[src/tar_pkg.sv]
// Package with the shared types and constants of the tar archive stream deframer.
`default_nettype none
package tar_pkg;

  localparam int BLOCK_BYTES = 512;
  localparam int POS_W       = $clog2(BLOCK_BYTES);
  localparam int SIZE_W      = 36;

  localparam logic [POS_W-1:0] SIZE_FIRST  = POS_W'(124);
  localparam logic [POS_W-1:0] SIZE_LAST   = POS_W'(135);
  localparam logic [POS_W-1:0] TYPE_OFFSET = POS_W'(156);
  localparam logic [POS_W-1:0] LAST_POS    = POS_W'(BLOCK_BYTES - 1);

  typedef enum logic [1:0] {
    PH_HEADER = 2'd0,
    PH_DATA   = 2'd1,
    PH_PAD    = 2'd2,
    PH_END    = 2'd3
  } phase_t;

  localparam logic [1:0] ROLE_HEADER = 2'd0;
  localparam logic [1:0] ROLE_DATA   = 2'd1;
  localparam logic [1:0] ROLE_PAD    = 2'd2;
  localparam logic [1:0] ROLE_END    = 2'd3;

endpackage
`default_nettype wire

[src/tar_archive_stream_deframer.sv]
// Top level of the tar archive stream deframer.
//
// The block takes a tar archive one byte per input transfer on in_valid and
// in_ready, and gives exactly one result per byte on out_valid and out_ready.
// Each result passes the byte through and labels it as header, file data,
// block padding or past the end of the archive. On the last byte of a header
// the parsed octal size and the type flag are shown with header_done.
// A byte sits in an input register, then the state update and the labeling
// are done together into the result register, which drives out_valid. One
// byte is taken every cycle while the receiver keeps out_ready high; the
// state update feeding the result register directly sets that rate.
// When the receiver stalls, the result is held and the input register
// takes one more byte only if it is empty; in_ready then falls.
// A synchronous reset empties both registers and returns the parser to the
// start of a header block with all counters cleared.
`default_nettype none
module tar_archive_stream_deframer (
  input  wire logic                      clk,
  input  wire logic                      rst,
  input  wire logic                      in_valid,
  output logic                           in_ready,
  input  wire logic [7:0]                archive_byte,
  output logic                           out_valid,
  input  wire logic                      out_ready,
  output logic [7:0]                     byte_out,
  output logic [1:0]                     byte_role,
  output logic                           header_start,
  output logic                           header_done,
  output logic [tar_pkg::SIZE_W-1:0]     file_size,
  output logic [7:0]                     entry_type,
  output logic                           last_data
);
  import tar_pkg::*;

  logic              s1_valid;
  logic [7:0]        s1_byte;
  logic              advance;

  phase_t            phase, phase_next;
  logic [POS_W-1:0]  block_position, block_position_next;
  logic [SIZE_W-1:0] size_accumulator, size_accumulator_next;
  logic              size_digits_stopped, size_digits_stopped_next;
  logic [SIZE_W-1:0] bytes_remaining, bytes_remaining_next;
  logic [POS_W-1:0]  padding_remaining, padding_remaining_next;
  logic [7:0]        type_capture, type_capture_next;

  logic [1:0]        role_next;
  logic              hstart_next, hdone_next, last_next;
  logic [SIZE_W-1:0] fsize_next;
  logic [7:0]        etype_next;

  assign advance  = s1_valid && (!out_valid || out_ready);
  assign in_ready = !s1_valid || advance;

  always_ff @(posedge clk) begin
    if (rst) begin
      s1_valid <= 1'b0;
    end else if (in_valid && in_ready) begin
      s1_valid <= 1'b1;
    end else if (advance) begin
      s1_valid <= 1'b0;
    end
    if (in_valid && in_ready) begin
      s1_byte <= archive_byte;
    end
  end

  always_comb begin
    phase_next               = phase;
    block_position_next      = block_position;
    size_accumulator_next    = size_accumulator;
    size_digits_stopped_next = size_digits_stopped;
    bytes_remaining_next     = bytes_remaining;
    padding_remaining_next   = padding_remaining;
    type_capture_next        = type_capture;
    role_next                = ROLE_END;
    hstart_next              = 1'b0;
    hdone_next               = 1'b0;
    fsize_next               = '0;
    etype_next               = '0;
    last_next                = 1'b0;
    case (phase)
      PH_HEADER: begin
        if (block_position == '0 && s1_byte == 8'd0) begin
          phase_next = PH_END;
        end else begin
          role_next = ROLE_HEADER;
          if (block_position == '0) begin
            hstart_next              = 1'b1;
            size_accumulator_next    = '0;
            size_digits_stopped_next = 1'b0;
            type_capture_next        = '0;
          end
          if (block_position >= SIZE_FIRST && block_position <= SIZE_LAST &&
              !size_digits_stopped) begin
            if (s1_byte[7:3] == 5'b00110) begin
              size_accumulator_next = {size_accumulator[SIZE_W-4:0], s1_byte[2:0]};
            end else begin
              size_digits_stopped_next = 1'b1;
            end
          end
          if (block_position == TYPE_OFFSET) begin
            type_capture_next = s1_byte;
          end
          if (block_position == LAST_POS) begin
            hdone_next             = 1'b1;
            fsize_next             = size_accumulator;
            etype_next             = type_capture;
            bytes_remaining_next   = size_accumulator;
            padding_remaining_next = POS_W'(0) - size_accumulator[POS_W-1:0];
            block_position_next    = '0;
            phase_next = (size_accumulator != '0) ? PH_DATA : PH_HEADER;
          end else begin
            block_position_next = block_position + POS_W'(1);
          end
        end
      end
      PH_DATA: begin
        role_next = ROLE_DATA;
        if (bytes_remaining != '0) begin
          bytes_remaining_next = bytes_remaining - SIZE_W'(1);
        end
        if (bytes_remaining <= SIZE_W'(1)) begin
          last_next           = 1'b1;
          block_position_next = '0;
          phase_next = (padding_remaining != '0) ? PH_PAD : PH_HEADER;
        end
      end
      PH_PAD: begin
        role_next = ROLE_PAD;
        if (padding_remaining != '0) begin
          padding_remaining_next = padding_remaining - POS_W'(1);
        end
        if (padding_remaining <= POS_W'(1)) begin
          block_position_next = '0;
          phase_next          = PH_HEADER;
        end
      end
      default: begin
        role_next = ROLE_END;
      end
    endcase
  end

  always_ff @(posedge clk) begin
    if (rst) begin
      phase               <= PH_HEADER;
      block_position      <= '0;
      size_accumulator    <= '0;
      size_digits_stopped <= 1'b0;
      bytes_remaining     <= '0;
      padding_remaining   <= '0;
      type_capture        <= '0;
      out_valid           <= 1'b0;
    end else begin
      if (advance) begin
        phase               <= phase_next;
        block_position      <= block_position_next;
        size_accumulator    <= size_accumulator_next;
        size_digits_stopped <= size_digits_stopped_next;
        bytes_remaining     <= bytes_remaining_next;
        padding_remaining   <= padding_remaining_next;
        type_capture        <= type_capture_next;
        out_valid           <= 1'b1;
      end else if (out_ready) begin
        out_valid <= 1'b0;
      end
    end
    if (advance) begin
      byte_out     <= s1_byte;
      byte_role    <= role_next;
      header_start <= hstart_next;
      header_done  <= hdone_next;
      file_size    <= fsize_next;
      entry_type   <= etype_next;
      last_data    <= last_next;
    end
  end

endmodule
`default_nettype wire

[config.mk]
export PLATFORM = sky130hd
export DESIGN_NAME = tar_archive_stream_deframer
export DESIGN_NICKNAME = d
export VERILOG_FILES = /design/src/tar_pkg.sv /design/src/tar_archive_stream_deframer.sv
export SDC_FILE = /design/constraint.sdc
export NUM_CORES = 1
export LEC_CHECK = 0
export BUFFER_PORTS_ARGS = -buffer_cell sky130_fd_sc_hd__clkbuf_2
export CAP_MARGIN = 0
export CORE_MARGIN = 2
export CORE_UTILIZATION = 58
export CTS_CLUSTER_DIAMETER = 80
export DETAILED_ROUTE_END_ITERATION = 8
export GPL_ROUTABILITY_DRIVEN = 0
export GPL_TIMING_DRIVEN = 1
export PLACE_DENSITY = 0.78
export SKIP_LAST_GASP = 1
export SYNTH_ARGS = -nofsm -noshare
export SYNTH_HDL_FRONTEND = slang
export SYNTH_SLANG_ARGS = --single-unit
[constraint.sdc]
create_clock -name clk -period 3.8 [get_ports clk]
set_input_delay 0.38 -clock clk [delete_from_list [all_inputs] [get_ports clk]]
set_output_delay 0.38 -clock clk [all_outputs]
set_load 0.05 [all_outputs]
# [Word level (Yosys, flattened, before mapping)]
# Index checks and enable logic that the tools add are counted.
[op_classes] add_sub_neg=4 order_cmp=4 eq_ne=12 mux=37 bitwise=3 reduce_logical=30
[op_table] operator="$mux 36" count=6
[op_table] operator="$pmux 36 s2" count=1
[op_table] operator="$reduce_bool 36->1" count=2
[op_table] operator="$mux 9" count=7
[op_table] operator="$le 36x1->1 const B" count=1
[op_table] operator="$sub 36x1->36 const B" count=1
[op_table] operator="$pmux 9 s3" count=1
[op_table] operator="$reduce_and 5->1" count=4
[op_table] operator="$pmux 9 s2" count=1
[op_table] operator="$mux 8" count=2
[op_table] operator="$mux 2" count=6
[op_table] operator="$ne 2x2->1 const B" count=6
[op_table] operator="$pmux 2 s3" count=2
[op_table] operator="$mux 1" count=11
[op_table] operator="$reduce_bool 2->1" count=5
[op_table] operator="$add 9x1->9 const B" count=1
[op_table] operator="$eq 9x8->1 const B" count=1
[op_table] operator="$eq 9x9->1 const B" count=1
[op_table] operator="$ge 9x7->1 const B" count=1
[op_table] operator="$le 9x1->1 const B" count=1
[op_table] operator="$le 9x8->1 const B" count=1
[op_table] operator="$logic_not 9->1" count=1
[op_table] operator="$reduce_bool 9->1" count=1
[op_table] operator="$sub 1x9->9 const A" count=1
[op_table] operator="other kinds (16)" count=25
[totals] register_bits=168 input_bits=12 out_inout_bits=59 wordCells=107

# [Longest topological paths before layout]
# Gate-level depths: netlist of run 1.
[depth] word_depth=6 ltp_mapped=11 depth_no_buf=9

# [Least setup slack after synthesis of run 1]
# No wires, ideal clock.
[synth_path] path_type="reg-to-reg" startpoint="register block_position[0]" endpoint="register phase[1]" setup_ns=0.132 arrival_time_ns=2.610 required_ns=3.668 slack_ns=1.058 path_stages_with_launch=10 cell_sequence="dfxtp_1 > inv_1 > ha_1 > or4b_2 > o41ai_2 > buf_2 > nor2_1 > or4_1 > nor3_1 > nor3_1"
[synth_via] elab_chain_len=4 word_cells_on_any_way=7 classes_between="eq/ne: 2; mux: 2; reduce/logical: 3"
[synth_lines] item="from (decl)" line="tar_archive_stream_deframer.sv:40" rtl="logic [POS_W-1:0] block_position, block_position_next;"
[synth_lines] item="from (signal assigned)" line="tar_archive_stream_deframer.sv:158" rtl="block_position <= block_position_next;"
[synth_lines] item="$logic_not 9->1" line="tar_archive_stream_deframer.sv:84" rtl="if (block_position == '0 && s1_byte == 8'd0) begin"
[synth_lines] item="$logic_and 1x1->1" line="tar_archive_stream_deframer.sv:84"
[synth_lines] item="$ne 3x3->1 (no line) or $mux 2 (tied branches)"
[synth_lines] item="$reduce_and 5->1 (no line) or $pmux 2 s3 (tied branches)"
[synth_lines] item="to (signal assigned)" line="tar_archive_stream_deframer.sv:157" rtl="phase <= phase_next;"
[synth_lines] item="to (decl)" line="tar_archive_stream_deframer.sv:39" rtl="phase_t phase, phase_next;"
# Several ways; a longest one is shown, not always the timed one.
# A chain may end at the register's enable or synchronous reset.

# [Worst setup path after layout of run 1]
[layout_path] startpoint="register bytes_remaining[20]" endpoint="register block_position[8]"
[layout_via] elab_chain_len=3
[layout_lines] item="from (decl)" line="tar_archive_stream_deframer.sv:43" rtl="logic [SIZE_W-1:0] bytes_remaining, bytes_remaining_next;"
[layout_lines] item="from (signal assigned)" line="tar_archive_stream_deframer.sv:161" rtl="bytes_remaining <= bytes_remaining_next;"
[layout_lines] item="$le 36x1->1" line="tar_archive_stream_deframer.sv:123" rtl="if (bytes_remaining <= SIZE_W'(1)) begin"
[layout_lines] item="$ne 2x2->1 (no line)"
[layout_lines] item="$reduce_and 5->1 (no line)"
# No other way between the ends.

==> impl_metrics.tcl, run 1 <==
set metrics [dict create \
    num_rows 42 \
    cts_tree "built" \
    cp.required_ps 4160 \
    core_um2 13100 \
    synth_commonest_cells "dfxtp_1 (103), a21oi_1 (72), edfxtp_1 (65), nor2_1 (59), nand2_1 (54)" \
    placedCellCount 1019 \
    critical_path_peak_fanout 13 \
    post-route-min-period_ps 3080 \
    clock.fmax_mhz 325 \
    clkTransAtPathRegs_ps 80 \
    cts_root_buf "clkbuf_16" \
    grt_max_degree 75 \
    drt_pre_antenna_iters 5 \
    top_layer "met4" \
    ys_seq_elements 168 \
    layout.cells.non_filler 1051 \
    cts_resized 0 \
    grt_overflow_total 0 \
    slew_headroom_pct 26.2 \
    outcome "completed" \
    vdd_ir_drop_max_uv 294 \
    htreeDepth 4 \
    drive_gt1_share_pct 15.9 \
    wl_met2_um 8710 \
    post-route-period-util_pct 80.9 \
    r2r-start "bytes_remaining[20]" \
    design.die.area_um2 14300 \
    initial_core_util_pct 59.1 \
    synth-edff-count 65 \
    skew_ps 11.1 \
    ys_types 59 \
    tns_ps 0 \
    synth.top_cell.area_share_pct 26.6 \
    drv_slew 0 \
    drc 0 \
    min_delay_path_depth 1 \
    netlist_instances 812 \
    synth_area_leaders "dfxtp_1 (27%), edfxtp_1 (25%), a21oi_1 (4.6%)" \
    worstSetupPathType "flop to flop" \
    grt_pass1_vias 6176 \
    maxCapViolCount 0 \
    pwr-share-clk_pct 44.2 \
    postSynthAreaPerCell_um2 9.56 \
    io_buffers 70 \
    clock_path_buffers 2 \
    die_x_um 120 \
    powerDensity_nw_per_um2 434 \
    cp-end-kind "flop" \
    drt_iter0_markers 716 \
    nets 887 \
    seqPwrFrac_pct 50.2 \
    cts_hold_buffers 0 \
    viasPerCell 6.32 \
    ant_nets 0 \
    hold_viol 0 \
    n_antenna_cell 0 \
    postCtsSetupBuffers 0 \
    p_int_w 0.00282 \
    rsz0062_at_grt "false" \
    num_vias 6641 \
    async_reset_ff_share_pct 0 \
    whs_endpoint "s1_byte[3]" \
    yosys_warnings 0 \
    grt_antenna_before_repair 0 \
    r2r_setup_slack_ps 720 \
    met3_length_um 1380 \
    syn_nets 837 \
    ios 71 \
    hold_start "archive_byte[3]" \
    r2r_end "block_position[8]" \
    worstSetupStartpointType "flop" \
    fillers 1042 \
    grt_pass1_wl_um 30500 \
    worstPathArrival_ps 3440 \
    synth_most_common_cell "dfxtp_1" \
    wl_per_cell_um 18.0 \
    synth_area_leader_cell "dfxtp_1" \
    sw_frac_of_total_pct 26.3 \
    synth_area_um2 7770 \
    cts_made_buffers 17 \
    cts_num_sinks 168 \
    met1_length_um 8400 \
    ys_dominant_reg_cell "dfxtp_1" \
    netSwitchingPower_w 0.00101 \
    clock_latency_ps 440 \
    worst-slew-pin-transition_ps 1100 \
    wl_um 18900 \
    setup_viol 0 \
    min_path_type "input pin to flop" \
    grt_usage_pct 26.5 \
    areaGrowthSynthToFinish_pct 13.7 \
    p_leak_nw 3.20 \
    dp_hpwl_um 12500 \
    ff2ff_path_depth 6 \
    dieHeight_um 120 \
    comb_power_share_pct 5.6 \
    yosysSeqAreaShare_pct 51.7 \
]
## critical path: stages, from the launching register on
cell and delay (ps):
dfxtp_1 350, or4_4 580, or3_4 360, or3_1 530
o31a_1 450, or4b_1 550, a21oi_1 170
## state kept, by name, summed over array words and instances (netlist names), 2 cells and up
| register | count |
|---|---|
| bytes_remaining | 36 |
| file_size | 36 |
| size_accumulator | 36 |
| block_position | 9 |
| padding_remaining | 9 |
| byte_out | 8 |
| entry_type | 8 |
| s1_byte | 8 |
| type_capture | 8 |
| byte_role | 2 |
| phase | 2 |
## per-layer routing
layer	track usage (%)	vias up
li1	-	3124
met1	37.3	3207
met2	40.9	276
met3	4.99	34
met4	10.4	0
met5	0	-
## stage by stage
stage	hold slack, ps	power, W	util (%)	setup slack (ps)	area, µm²
2_1_floorplan	442	0.00212	-	1060	7770
6_report	124	0.00383	67.2	725	8830
3_5_place_dp	471	0.00218	62.7	753	8240
4_1_cts	121	0.00383	67.2	741	8830
3_3_place_gp	455	0.00217	62.7	807	8240
5_1_grt	119	0.00392	67.2	602	8830
## worst max-delay path by stage
stage	depth (start not counted)	slack, ps	from	end
floorplan	9	1060	block_position[0]	phase[1]
global placement	6	810	bytes_remaining[26]	block_position[8]
detailed placement	6	750	bytes_remaining[20]	block_position[8]
CTS	6	740	bytes_remaining[20]	block_position[8]
global route	6	600	bytes_remaining[20]	block_position[8]
finish	6	720	bytes_remaining[20]	block_position[8]
## cell usage in the layout, fill, tap and decap left out, types with 5 or more instances in the layout
cell / netlist / final
a211oi_1: 7 / 7
a21oi_1: 72 / 72
a22o_1: 36 / 36
a22oi_1: 8 / 8
and2_1: 39 / 39
and3_1: 9 / 9
buf_4: 0 / 13
clkbuf_16: 0 / 17
clkbuf_2: 0 / 70
clkinv_4: 0 / 5
dfxtp_1: 103 / 103
edfxtp_1: 65 / 65
ha_1: 13 / 12
inv_1: 26 / 25
nand2_1: 54 / 54
nand3_1: 14 / 14
nand4_1: 7 / 7
nor2_1: 59 / 58
nor2b_1: 14 / 14
nor3_1: 42 / 42
nor4_1: 19 / 19
o21ai_0: 53 / 53
o22ai_1: 12 / 11
o31a_1: 5 / 5
o32ai_1: 9 / 9
or3_1: 12 / 12
or4_1: 6 / 6
## area by class of cell
| cell class | count | area (µm²) | share of cell area (%) |
|---|---|---|---|
| Clock buffer | 18 | 429 | 4.86 |
| Clock inverter | 14 | 155 | 1.76 |
| Inverter | 27 | 101 | 1.15 |
| Multi-Input combinational cell | 565 | 3460 | 39.2 |
| Sequential cell | 168 | 4010 | 45.5 |
| Tap cell | 176 | 220 | 2.49 |
| Timing Repair Buffer | 83 | 448 | 5.07 |
## logic make-up after synthesis
logic type | share of synthesized area (%)
AOI/OAI and AO/OA | 20.2
xor gates and xnor gates | 0.789
adders and majority gates | 2.09
buffers and inverters | 4.00
DFF | 51.7
muxes | 0.693
and+or+nand+nor | 20.5
## power by group through the flow
stage	clock (W)	combinational (W)	sequential, W
after CTS	0.00169	0.000216	0.00192
after global placement	0	0.000212	0.00196
after detailed placement	0	0.000215	0.00196
final	0.00169	0.000216	0.00192
after floorplan	0	0.0000540	0.00207
after global routing	0.00177	0.000225	0.00192
Power figures use the tool's default switching activity.
==> run 2: changes to the inputs <==
clock period = 3.05 ns   (was 3.8 ns; I/O delays follow)
==> run 2 against run 1 <==
  * Sequential power up 24%
  * Critical endpoint is now type_capture[6]
  * Final area up 1.7%
  * Clock skew down 0.76 ps
  * Fmax up 5.8%
  * Sequential cell count unchanged
  * Clock power up 24%
  * Non-clock buffer count up 13
==> impl_metrics.tcl, run 2 (synthesized netlist as in run 1, its figures left out) <==
set metrics [dict create \
    outcome "completed" \
    wl_per_cell_um 17.4 \
    drt_iter0_markers 805 \
    min_path_type "input pin to flop" \
    cts_root_buf "clkbuf_16" \
    final_common_cell "dfxtp_1" \
    grt_usage_pct 26.3 \
    largest_registers "bytes_remaining: 36 flops, file_size: 36 flops, size_accumulator: 36 flops" \
    n_antenna_cell 0 \
    maxCapViolCount 0 \
    worstSetupPathType "flop to flop" \
    worstSetupStartpointType "flop" \
    cp-end-kind "flop" \
    slew_headroom_pct 52.5 \
    worst-slew-pin-transition_ps 712 \
    wl_um 18500 \
    drc 0 \
    grt_pass1_vias 5990 \
    r2r_end "type_capture[6]" \
    dieHeight_um 120 \
    nets 900 \
    ff2ff_path_depth 10 \
    placedCellCount 1029 \
    core_um2 13100 \
    worstPathArrival_ps 3260 \
    design.die.area_um2 14300 \
    hold_viol 0 \
    clkTransAtPathRegs_ps 70 \
    num_rows 42 \
    viasPerCell 6.27 \
    drv_slew 0 \
    ant_nets 0 \
    grt_antenna_before_repair 0 \
    dp_hpwl_um 12400 \
    post_dp_cell_area_um2 8370 \
    grt_overflow_total 0 \
    r2r-start "block_position[0]" \
    crit_start "block_position[0]" \
    powerDensity_nw_per_um2 529 \
    critical_path_peak_fanout 11 \
    cp.required_ps 3410 \
    cts_made_buffers 17 \
    cts_num_sinks 168 \
    power_w 0.00475 \
    p_leak_nw 3.28 \
    clock_latency_ps 430 \
    mostFrequentLayoutCells "dfxtp_1 (103), a21oi_1 (72), clkbuf_2 (70)" \
    post-route-min-period_ps 2910 \
    post-place-ws_ps 94.2 \
    cts_tree "built" \
    drt_pre_antenna_iters 7 \
    ios 71 \
    clock.fmax_mhz 344 \
    post-route-period-util_pct 95.3 \
    slowest_delay_ps 660 \
    grt_pass1_wl_um 30200 \
    grt_max_degree 75 \
    skew_ps 10.3 \
    areaGrowthSynthToFinish_pct 15.6 \
    crit_path_end "type_capture[6]" \
    r2r_setup_slack_ps 140 \
    die_x_um 120 \
    drive_gt1_share_pct 17.5 \
    rsz0062_at_grt "false" \
    initial_core_util_pct 59.1 \
    fin_ws_ps 145 \
    cp_slowest_cell "or4b_2" \
    layout.cells.non_filler 1064 \
    design_area_um2 8980 \
    crit_chain "inv_1, ha_1, or4b_2, o41ai_2, buf_4, buf_4, nor2_1, o21ai_1, a22oi_1, nor2_1" \
    clock_path_buffers 2 \
    htreeDepth 4 \
    io_buffers 70 \
    num_vias 6668 \
    vdd_ir_drop_max_uv 406 \
    setup_viol 0 \
    tns_ps 0 \
]
## run 2: where the power goes
group          internal [W]  switching (W)  total [W]
combinational     0.0000502       0.000222   0.000272
sequential          0.00237      0.0000205    0.00239
clock               0.00110       0.000992    0.00209
total               0.00352        0.00123    0.00475
## run 2: layout make-up
cell class / count / area (µm²)
fill: 1001 / 4160
sequential: 168 / 4010
multi-input combinational: 565 / 3470
timing repair buffer: 96 / 599
clock buffer: 17 / 425
tap: 176 / 220
clock inverter: 15 / 153
inverter: 27 / 101
## run 2: worst min-delay path by stage
stage,from,endpoint,cells past startpoint
after floorplan,archive_byte[0],s1_byte[0],0
after global placement,bytes_remaining[22],bytes_remaining[22],2
after detailed placement,bytes_remaining[1],bytes_remaining[1],2
after CTS,archive_byte[4],s1_byte[4],1
after global routing,archive_byte[2],s1_byte[2],1
final,archive_byte[3],s1_byte[3],1
## run 2: stage by stage
step           hold slack, ps  util (%)
6_report                 57.6      68.4
5_1_grt                  45.6      68.4
4_1_cts                  47.3      68.1
3_5_place_dp              474      63.7
3_3_place_gp              457      63.7
2_1_floorplan             404         -
## run 2: layer usage
layer	vias to the layer above	wire (µm)	track usage, %
li1	3147	-	-
met1	3194	8290	38.7
met2	304	8610	40.2
met3	23	1400	3.80
met4	0	233	8.01
met5	-	0	0
## run 2: repair_timing
action / in CTS / in global routing
hold endpoints to repair: 0 / 0
hold buffers: 0 / 0
setup buffers: 0 / 3
resized for setup: 0 / 3
setup endpoints to repair: 0 / 10
## run 2: critical path: cells and delay by family, from the launching register on
kind                       cells  cell delay, ps
DFF                            1             360
buffers and inverters          3             430
AOI/OAI and AO/OA              3            1010
and+or+nand+nor                3             880
adders and majority gates      1             160
